<file path="config.mk">
export PLATFORM = sky130hd
export DESIGN_NAME = tlv_stream_parser_core
export DESIGN_NICKNAME = d
export VERILOG_FILES = /design/src/hw/rtl/tlv_pkg.sv /design/src/hw/rtl/tlv_stream_parser_core.sv
export SDC_FILE = /design/constraint.sdc
export NUM_CORES = 1
export LEC_CHECK = 0
export BUFFER_PORTS_ARGS = -buffer_cell sky130_fd_sc_hd__clkbuf_2
export CAP_MARGIN = 20
export CELL_PAD_IN_SITES_DETAIL_PLACEMENT = 0
export CELL_PAD_IN_SITES_GLOBAL_PLACEMENT = 2
export CORE_ASPECT_RATIO = 0.8
export CORE_UTILIZATION = 40
export CTS_CLUSTER_DIAMETER = 120
export DETAILED_ROUTE_END_ITERATION = 16
export PLACE_DENSITY_LB_ADDON = 0.1
export SYNTH_ARGS = -nofsm -noshare
export SYNTH_HDL_FRONTEND = slang
export SYNTH_SLANG_ARGS = --single-unit
</file>
<file path="constraint.sdc">
create_clock -name clock -period 7.55 [get_ports clock]
set_input_delay 1.1325 -clock clock [delete_from_list [all_inputs] [get_ports clock]]
set_output_delay 1.1325 -clock clock [all_outputs]
set_load 0.005 [all_outputs]
</file>
<file path="src/hw/rtl/tlv_pkg.sv">
package tlv_pkg;

   typedef enum logic [1:0] {
      PH_TAG     = 2'd0,
      PH_LEN     = 2'd1,
      PH_VAL     = 2'd2,
      PH_DISCARD = 2'd3
   } phase_type;

   localparam logic OP_BEGIN = 1'b0;
   localparam logic OP_DATA  = 1'b1;

   localparam logic [1:0] CLS_TAG     = 2'd0;
   localparam logic [1:0] CLS_LEN     = 2'd1;
   localparam logic [1:0] CLS_VAL     = 2'd2;
   localparam logic [1:0] CLS_DISCARD = 2'd3;

   localparam logic [1:0] ERR_NONE      = 2'd0;
   localparam logic [1:0] ERR_TOO_LONG  = 2'd1;
   localparam logic [1:0] ERR_TRUNCATED = 2'd2;

   typedef struct packed {
      logic        op;
      logic [7:0]  data_byte;
      logic [15:0] buffer_length;
   } req_type;

   typedef struct packed {
      logic [1:0]  byte_class;
      logic [15:0] record_tag;
      logic [15:0] record_length;
      logic [15:0] value_offset;
      logic        record_end;
      logic [1:0]  error_code;
      logic        buffer_end;
   } rsp_type;

endpackage

</file>
<file path="src/hw/rtl/tlv_stream_parser_core.sv">
// path: a req is held in the input register, its result in the result register that drives rsp
// throughput: one item per cycle unless rsp stalls, begin items and bytes outside a buffer give no rsp
// rsp stall backs up through the input register into req_stall
// reset: synchronous, active high; clears valids, parse phase and bytes remaining
module tlv_stream_parser_core
   import tlv_pkg::*;
#(
   parameter int TAG_BYTES = 2,
   parameter int LEN_BYTES = 2
) (
   input  logic    clock,
   input  logic    reset,
   input  logic    req_valid,
   output logic    req_stall,
   input  req_type req_item,
   output logic    rsp_valid,
   input  logic    rsp_stall,
   output rsp_type rsp_item
);

   localparam logic [1:0] TagBytesW = 2'(TAG_BYTES);
   localparam logic [1:0] LenBytesW = 2'(LEN_BYTES);

   logic        in_valid_ff;
   req_type     in_item_ff;
   logic        rsp_valid_ff;
   rsp_type     rsp_item_ff;

   phase_type   phase_ff, phase_in;
   logic        fbc_ff, fbc_in;
   logic [15:0] tag_ff, tag_in;
   logic [15:0] len_ff, len_in;
   logic [15:0] vcnt_ff, vcnt_in;
   logic [15:0] remain_ff, remain_in;

   logic        out_free;
   logic        res_valid;
   logic        s1_adv;
   logic        out_load;
   rsp_type     res;
   logic [15:0] left;
   logic [15:0] shifted;
   logic        field_done;
   logic [1:0]  fbc_next;

   assign out_free  = !rsp_valid_ff || !rsp_stall;
   assign s1_adv    = in_valid_ff && (!res_valid || out_free);
   assign out_load  = s1_adv && res_valid;
   assign req_stall = in_valid_ff && !s1_adv;
   assign rsp_valid = rsp_valid_ff;
   assign rsp_item  = rsp_item_ff;

   // one item through the parse state
   always_comb begin
      phase_in   = phase_ff;
      fbc_in     = fbc_ff;
      tag_in     = tag_ff;
      len_in     = len_ff;
      vcnt_in    = vcnt_ff;
      remain_in  = remain_ff;
      res_valid  = 1'b0;
      res        = '0;
      left       = remain_ff - 16'd1;
      shifted    = fbc_ff ? {in_item_ff.data_byte, 8'h00} : {8'h00, in_item_ff.data_byte};
      fbc_next   = {1'b0, fbc_ff} + 2'd1;
      field_done = 1'b0;
      if (in_item_ff.op == OP_BEGIN) begin
         phase_in  = PH_TAG;
         fbc_in    = 1'b0;
         tag_in    = '0;
         len_in    = '0;
         vcnt_in   = '0;
         remain_in = in_item_ff.buffer_length;
      end else if (remain_ff != 16'd0) begin
         res_valid       = 1'b1;
         res.buffer_end  = (remain_ff == 16'd1);
         res.error_code  = ERR_NONE;
         remain_in       = left;
         unique case (phase_ff)
            PH_TAG: begin
               res.byte_class = CLS_TAG;
               if (!fbc_ff) begin
                  tag_in  = shifted;
                  len_in  = '0;
                  vcnt_in = '0;
               end else begin
                  tag_in = tag_ff | shifted;
               end
               field_done = (fbc_next >= TagBytesW);
               fbc_in     = field_done ? 1'b0 : fbc_next[0];
               if (field_done) begin
                  phase_in = PH_LEN;
               end
               if (res.buffer_end) begin
                  res.error_code = ERR_TRUNCATED;
               end
            end
            PH_LEN: begin
               res.byte_class = CLS_LEN;
               len_in         = len_ff | shifted;
               field_done     = (fbc_next >= LenBytesW);
               fbc_in         = field_done ? 1'b0 : fbc_next[0];
               if (field_done) begin
                  vcnt_in = '0;
                  priority if (len_in > left) begin
                     res.error_code = ERR_TOO_LONG;
                     phase_in       = PH_DISCARD;
                  end else if (len_in == 16'd0) begin
                     res.record_end = 1'b1;
                     phase_in       = PH_TAG;
                  end else begin
                     phase_in = PH_VAL;
                  end
               end else if (res.buffer_end) begin
                  res.error_code = ERR_TRUNCATED;
               end
            end
            PH_VAL: begin
               res.byte_class   = CLS_VAL;
               res.value_offset = vcnt_ff;
               vcnt_in          = vcnt_ff + 16'd1;
               if (vcnt_in == len_ff) begin
                  res.record_end = 1'b1;
                  phase_in       = PH_TAG;
               end
            end
            PH_DISCARD: begin
               res.byte_class = CLS_DISCARD;
            end
            default: begin
               res.byte_class = CLS_DISCARD;
            end
         endcase
      end
      res.record_tag    = tag_in;
      res.record_length = len_in;
   end

   always_ff @(posedge clock) begin
      if (reset) begin
         in_valid_ff  <= 1'b0;
         rsp_valid_ff <= 1'b0;
         phase_ff     <= PH_TAG;
         fbc_ff       <= 1'b0;
         tag_ff       <= '0;
         len_ff       <= '0;
         vcnt_ff      <= '0;
         remain_ff    <= '0;
      end else begin
         if (!req_stall) begin
            in_valid_ff <= req_valid;
         end
         if (out_load) begin
            rsp_valid_ff <= 1'b1;
         end else if (!rsp_stall) begin
            rsp_valid_ff <= 1'b0;
         end
         if (s1_adv) begin
            phase_ff  <= phase_in;
            fbc_ff    <= fbc_in;
            tag_ff    <= tag_in;
            len_ff    <= len_in;
            vcnt_ff   <= vcnt_in;
            remain_ff <= remain_in;
         end
      end
   end

   always_ff @(posedge clock) begin
      if (!req_stall && req_valid) begin
         in_item_ff <= req_item;
      end
      if (out_load) begin
         rsp_item_ff <= res;
      end
   end

   a_no_overwrite: assert property (@(posedge clock) disable iff (reset)
      (rsp_valid_ff && rsp_stall) |-> !out_load)
      else $error("held rsp item overwritten");

   a_discard_sticks: assert property (@(posedge clock) disable iff (reset)
      (out_load && phase_ff == PH_DISCARD) |=> (rsp_item.byte_class == CLS_DISCARD))
      else $error("byte after length error not discarded");

   a_no_bytes_no_rsp: assert property (@(posedge clock) disable iff (reset)
      (in_valid_ff && remain_ff == 16'd0) |-> !out_load)
      else $error("rsp made for byte outside a buffer");

   a_last_byte_drains: assert property (@(posedge clock) disable iff (reset)
      (out_load && remain_ff == 16'd1) |=> (remain_ff == 16'd0 || phase_ff == PH_TAG))
      else $error("buffer end did not drain byte count");

endmodule
</file>
==> impl_metrics.py, run 1 <==
metrics = {
    "critical_path": {
        "cp-start-kind": "flip-flop",
        "cpPeakStageDelay_ns": 0.45,
        "r2r_slack_ns": 3.48,
        "cp.required_ns": 7.83,
        "crit_fanout": 10,
        "path_cells": "inv_1 -> ha_1 -> nor3b_4 -> nand3_1 -> nor3_1 -> xnor2_1 -> ha_1 -> o21ai_0 -> a21oi_1 -> a221oi_1 -> o311ai_0 -> a211o_1 -> a21oi_1",
        "end_kind": "flip-flop",
        "r2r_cells": 13,
        "crit_type": "reg2reg",
        "slowest_stage": "nor3b_4",
        "worst_ep_arrival_time_ns": 4.35,
        "r2r-end": "rsp_item[3]",
        "timing.rr.start": "remain_ff[0]",
    },
    "grt": {
        "grt_use_total_pct": 21.6,
        "globalRouteOverflowTotal": 0,
        "grt_pass1_wl_mm": 31.8,
        "grt_max_degree": 64,
        "grt_pass1_vias": 5628,
        "antenna_found_initial": 0,
    },
    "timing": {
        "hold_viol": 0,
        "fin_skew_ns": 0.0158,
        "tightest_slew_ns": 1.02,
        "report.final.slew_viol_count": 0,
        "slew_headroom_pct": 31.6,
        "fin_crit_sh_pct": 53.9,
        "tns_ns": 0,
        "setup_viol": 0,
        "rsz0062_at_grt": "false",
        "fin_crit_ns": 4.07,
        "fmax_mhz": 246,
    },
    "drt": {
        "drtPass1Iterations": 5,
        "drtAntennaViolNets": 0,
        "vias_per_cell": 5.49,
        "wl_met2_mm": 8.73,
        "wl_met1_mm": 10.2,
        "wl_per_cell_um": 18.2,
        "routed.top_layer": "met4",
        "drc": 0,
        "wl_met3_mm": 1.10,
        "routed_wl_mm": 20.3,
        "vias": 6121,
        "initialDrtViolationCount": 512,
    },
    "clocking": {
        "cts_hold_buf": 0,
        "clock-sinks": 148,
        "post_cts_buffers": 0,
        "cts_buffer_depth": 2,
        "ctsResizeCount": 0,
        "cts_tree": "done",
        "clk-insertion-delay-late_ns": 0.43,
        "clk_pin_slew_ns": 0.07,
        "cts_made_buffers": 17,
        "htreeDepth": 4,
        "cts-root-buf": "clkbuf_16",
    },
    "power_and_ir_drop": {
        "netSwitchingFraction_pct": 30.8,
        "switchingPower_mw": 0.645,
        "power_frac_seq_pct": 43.4,
        "power_frac_comb_pct": 15.7,
        "clockPowerShare_pct": 40.8,
        "cellPowerDensity_nw_per_um2": 242,
        "leakage_nw": 3.31,
        "peakVddDrop_mv": 0.131,
        "p_int_mw": 1.45,
    },
    "placement": {
        "place_area_um2": 8060,
        "port_buffers": 84,
        "dp.cells": 1083,
        "dp_hpwl_mm": 14.4,
        "finalWeightedCongestion": 0.851,
    },
    "logic_synthesis": {
        "synthesis.instances": 783,
        "synth_cell_types": 75,
        "syn-num-nets": 835,
        "ys_ff_latch": 148,
        "yosysWarnings": 0,
        "synth_ff_type": "edfxtp_1",
        "yosysSeqAreaShare_pct": 50.0,
        "syn-cell-area_um2": 7500,
        "synth_edf_count": 79,
        "ys_async_sr_fraction_pct": 0,
        "syn_area_per_cell_um2": 9.58,
    },
    "floorplan": {
        "core_area_um2": 18300,
        "rows": 44,
        "die_area_um2": 19300,
        "die_height_um": 124,
        "num_io_pins": 85,
        "die_w_um": 155,
        "initial_utilization_pct": 41.0,
    },
    "worst_hold_path": {
        "hold_path.class": "reg2reg",
        "hold_start": "tag_ff[4]",
        "whs_endpoint": "tag_ff[4]",
        "hold_depth": 2,
    },
    "layout": {
        "drive_gt1_share_pct": 17.6,
        "antenna_cells": 0,
        "stdcell_count": 1115,
        "stdcell_area_um2": 8660,
        "nNetsFinal": 901,
        "syn_to_final_growth_pct": 15.5,
        "fill_cells": 1757,
    },
    "status": {
        "status": "finished, final reports clean",
    },
    "run": {
        "maxCapViolations": 0,
    },
}
[metal layers]
metal  GRT usage, %  vias up
met2           31.4      177
li1               -     2935
met5              0        -
met1           32.1     2991
met4           5.77        0
met3           4.87       18
[kinds of logic after synthesis]
family                   count (synthesis)  synth area share, %
AO/OA/AOI/OAI                          197                 15.7
XOR/XNOR                                33                 4.10
adder cells (fa/ha/maj)                 23                 3.84
buffers and inverters                   70                 4.75
flip-flops                             148                 50.0
multiplexers                             9                 1.20
AND/OR/NAND/NOR                        303                 20.3
[per-stage QoR]
stage / power (mW) / util [%] / setup WS, ns / hold slack (ns)
finish: 2.10 / 47.4 / 3.48 / 0.460
global placement: 1.25 / 44.1 / 3.71 / 0.440
floorplan: 1.16 / - / 4.31 / 0.436
global route: 2.20 / 47.4 / 3.08 / 0.482
CTS: 2.12 / 47.4 / 3.49 / 0.459
detailed placement: 1.26 / 44.1 / 3.48 / 0.449
[worst max-delay path, delay by kind of cell (launching register included)]
kind                       cells  cell delay (ns)
and+or+nand+nor                3             1.12
DFF                            1             0.34
adders and majority gates      2             0.54
xor gates and xnor gates       1             0.19
buffers and inverters          1             0.12
AOI/OAI and AO/OA              6             1.61
[state kept, by name, indices dropped and copies added, names as in the netlist]
signal	flops
phase_ff	2
vcnt_ff	16
rsp_item	54
in_item_ff	25
in_valid_ff	1
tag_ff	16
rsp_valid	1
len_ff	16
remain_ff	16
fbc_ff	1
[power by group through the flow]
stage	Combinational, mW	Sequential, mW	Clock, mW
final	0.330	0.910	0.856
after floorplan	0.239	0.920	0
after CTS	0.332	0.910	0.875
after global routing	0.369	0.914	0.915
after global placement	0.323	0.927	0
after detailed placement	0.331	0.928	0
[final cells by class]
type                       count  area [um^2]  share of cell area, %
sequential                   148         3750                   43.3
tap                          253          317                   3.65
clock inverter                15          183                   2.11
multi-input combinational    565         3390                   39.2
timing repair buffer          93          488                   5.63
inverter                      24          104                   1.20
clock buffer                  17          425                   4.91
[how the worst max path moves through the flow]
stage                       startpoint          end  slack, ns  depth (start not counted)
final                     remain_ff[0]  rsp_item[3]       3.48                         13
after global routing      remain_ff[2]  rsp_item[3]       3.08                         11
after CTS                 remain_ff[0]  rsp_item[3]       3.49                         13
after detailed placement  remain_ff[0]  rsp_item[3]       3.48                         13
after global placement    remain_ff[0]  rsp_item[3]       3.71                         13
after floorplan           remain_ff[0]  rsp_item[3]       4.31                         13
[layout by cell type (no fill, tap or decap), types with 10 or more instances in the layout]
master / netlist / layout
o21ai_0: 29 / 29
edfxtp_1: 79 / 79
dfxtp_1: 69 / 69
a21oi_1: 115 / 115
nand3b_1: 11 / 11
nand3_1: 14 / 14
xnor2_1: 23 / 23
nand2_1: 92 / 92
nor3_1: 26 / 26
inv_1: 22 / 21
clkbuf_16: 0 / 17
and2_1: 18 / 18
clkbuf_2: 1 / 84
nor2_1: 80 / 80
nand4_1: 10 / 10
ha_1: 23 / 23
[Yosys cell counts, types with 7 or more instances]
| master | n | area (um^2) |
|---|---|---|
| a21oi_1 | 115 | 576 |
| nand2_1 | 92 | 345 |
| nor2_1 | 80 | 300 |
| edfxtp_1 | 79 | 2370 |
| dfxtp_1 | 69 | 1380 |
| clkbuf_1 | 30 | 113 |
| o21ai_0 | 29 | 145 |
| nor3_1 | 26 | 130 |
| ha_1 | 23 | 288 |
| xnor2_1 | 23 | 201 |
| inv_1 | 22 | 82.6 |
| and2_1 | 18 | 113 |
| nand3_1 | 14 | 70.1 |
| nand3b_1 | 11 | 82.6 |
| nand4_1 | 10 | 62.6 |
| a211oi_1 | 9 | 67.6 |
| mux2i_1 | 9 | 90.1 |
| xor2_1 | 9 | 78.8 |
| buf_2 | 7 | 35.0 |
| or3_1 | 7 | 43.8 |
Power figures use the tool's default switching activity.
==> run 2: changes to the inputs <==
Settings changed: CORE_UTILIZATION 40 to 33.
Clock period 7.55 ns to 3.4 ns, I/O delays scaled along.
==> run 2 against run 1 <==
Effect of this change:
- die area up 21%
- clock skew decreased by 0.0045 ns
- hold slack worse by 0.21 ns
- wire length up 8.2%
- total power up 120%
- register-to-register slack worse by 3.3 ns
- cell count increased by 6.7%
- core utilization is 6.5 points lower
- largest power group unchanged
==> impl_metrics.py, run 2 (same netlist as run 1, synthesis figures left out) <==
metrics = {
    "power_and_ir_drop": {
        "leakage_nw": 3.44,
        "netSwitchingFraction_pct": 30.3,
        "power_frac_comb_pct": 17.5,
        "clockPowerShare_pct": 39.4,
        "p_int_mw": 3.27,
        "cellPowerDensity_nw_per_um2": 524,
        "switchingPower_mw": 1.42,
        "power_frac_seq_pct": 43.1,
        "total_power_mw": 4.69,
        "peakVddDrop_mv": 0.303,
    },
    "critical_path": {
        "cp-start-kind": "flip-flop",
        "cp.required_ns": 3.68,
        "end_kind": "flip-flop",
        "path_cells": "or3_4 -> nand4b_1 -> buf_4 -> xor2_1 -> ha_1 -> nand4_1 -> or3_1 -> nor4_2 -> a21oi_2 -> a211o_1 -> a21oi_1",
        "crit_fanout": 6,
        "r2r_slack_ns": 0.22,
        "worst-path-buf-inv": 1,
        "slowest_stage": "or3_4",
        "cp_top_family": "simple AND/OR/NAND/NOR gates",
        "crit_type": "reg2reg",
        "worst_ep_arrival_time_ns": 3.47,
        "cpPeakStageDelay_ns": 0.43,
    },
    "layout": {
        "drive_gt1_share_pct": 21.0,
        "largest_reg_flops": 54,
        "nNetsFinal": 928,
        "fill_cells": 2194,
        "syn_to_final_growth_pct": 19.4,
        "layout_commonest_cell": "a21oi_1",
        "stdcell_area_um2": 8950,
        "layout_common_cells": "a21oi_1, nand2_1, clkbuf_2, nor2_1, edfxtp_1",
        "final_util_pct": 40.9,
    },
    "drt": {
        "vias": 6159,
        "drtAntennaViolNets": 0,
        "vias_per_cell": 5.18,
        "initialDrtViolationCount": 495,
        "routed_wl_mm": 21.9,
        "wl_per_cell_um": 18.4,
        "drtPass1Iterations": 5,
        "drc": 0,
    },
    "timing": {
        "slew_headroom_pct": 37.9,
        "fmax_mhz": 314,
        "fin_skew_ns": 0.0113,
        "fin_hold_ws_ns": 0.253,
        "setup_viol": 0,
        "tightest_slew_ns": 0.929,
        "report.final.slew_viol_count": 0,
        "fin_crit_ns": 3.18,
        "fin_crit_sh_pct": 93.7,
        "hold_viol": 0,
    },
    "clocking": {
        "cts_made_buffers": 17,
        "cts_buffer_depth": 2,
        "htreeDepth": 4,
        "clk_pin_slew_ns": 0.07,
        "clock-sinks": 148,
        "cts-root-buf": "clkbuf_16",
        "clk-insertion-delay-late_ns": 0.43,
        "cts_tree": "done",
    },
    "grt": {
        "grt_pass1_vias": 5773,
        "grt_max_degree": 46,
        "globalRouteOverflowTotal": 0,
        "antenna_found_initial": 1,
        "grt_pass1_wl_mm": 33.8,
        "grt_use_total_pct": 19.4,
    },
    "floorplan": {
        "rows": 48,
        "die_height_um": 137,
        "initial_utilization_pct": 34.2,
        "die_area_um2": 23300,
        "core_area_um2": 21900,
        "die_w_um": 171,
        "num_io_pins": 85,
    },
    "status": {
        "status": "finished, final reports clean",
    },
    "placement": {
        "port_buffers": 84,
        "place_area_um2": 8310,
        "finalWeightedCongestion": 0.866,
        "dp_hpwl_mm": 15.9,
    },
    "run": {
        "maxCapViolations": 0,
    },
    "worst_hold_path": {
        "hold_path.class": "in2reg",
    },
}
==> run 2: cell types whose count changed in the layout (fill, tap and decap cells not counted), sizes merged <==
cell      delta
inv          +1
clkbuf       +1
clkinv       -4
clkinvlp     +2
buf         +27
diode        +1
==> run 2: path summary, 6_finish.rpt <==
| kind | from | to | cells after the start |
|---|---|---|---|
| max | remain_ff[10] | rsp_item[3] | 11 |
| min | req_item[21] | in_item_ff[21] | 1 |
| max reg2reg | remain_ff[10] | rsp_item[3] | 11 |
| min reg2reg | tag_ff[2] | tag_ff[2] | 2 |
==> run 2: final cells by class <==
type	count	area, um^2	area share (%)
Clock inverter	14	136	1.52
Inverter	24	104	1.16
Timing Repair Buffer	120	703	7.85
Tap cell	300	375	4.19
Multi-Input combinational cell	565	3440	38.4
Clock buffer	18	439	4.90
Sequential cell	148	3750	41.9
Antenna cell	1	2.50	0.0279
==> run 2: per-layer routing <==
metal	global-route usage (%)	share of wire [%]	up-vias
met5	0	0	-
met4	5.71	1.3	0
met3	3.27	5.2	20
met2	28.1	42	191
met1	29.3	51	2939
li1	-	-	3009
==> run 2: power groups by stage <==
stage,logic [mW],registers [mW],clock network (mW)
CTS,0.795,2.02,1.90
global route,0.918,2.03,1.97
global placement,0.779,2.06,0
floorplan,0.531,2.04,0
detailed placement,0.791,2.06,0
finish,0.821,2.02,1.85
==> run 2: through the flow <==
stage / std cells / TNS [ns] / worst slack, ns
after floorplan: 783 / 0 / 0.164
after global placement: 1155 / 0 / 0.134
after detailed placement: 1155 / 0 / 0.0628
after CTS: 1187 / 0 / 0.0411
after global routing: 1189 / -0.0260 / -0.0260
final: 1190 / 0 / 0.216
==> run 2: repair_timing <==
action,4_1_cts,5_1_grt
gates resized for setup,0,10
buffers inserted,0,2
setup endpoints to repair,0,4
hold buffers,0,0
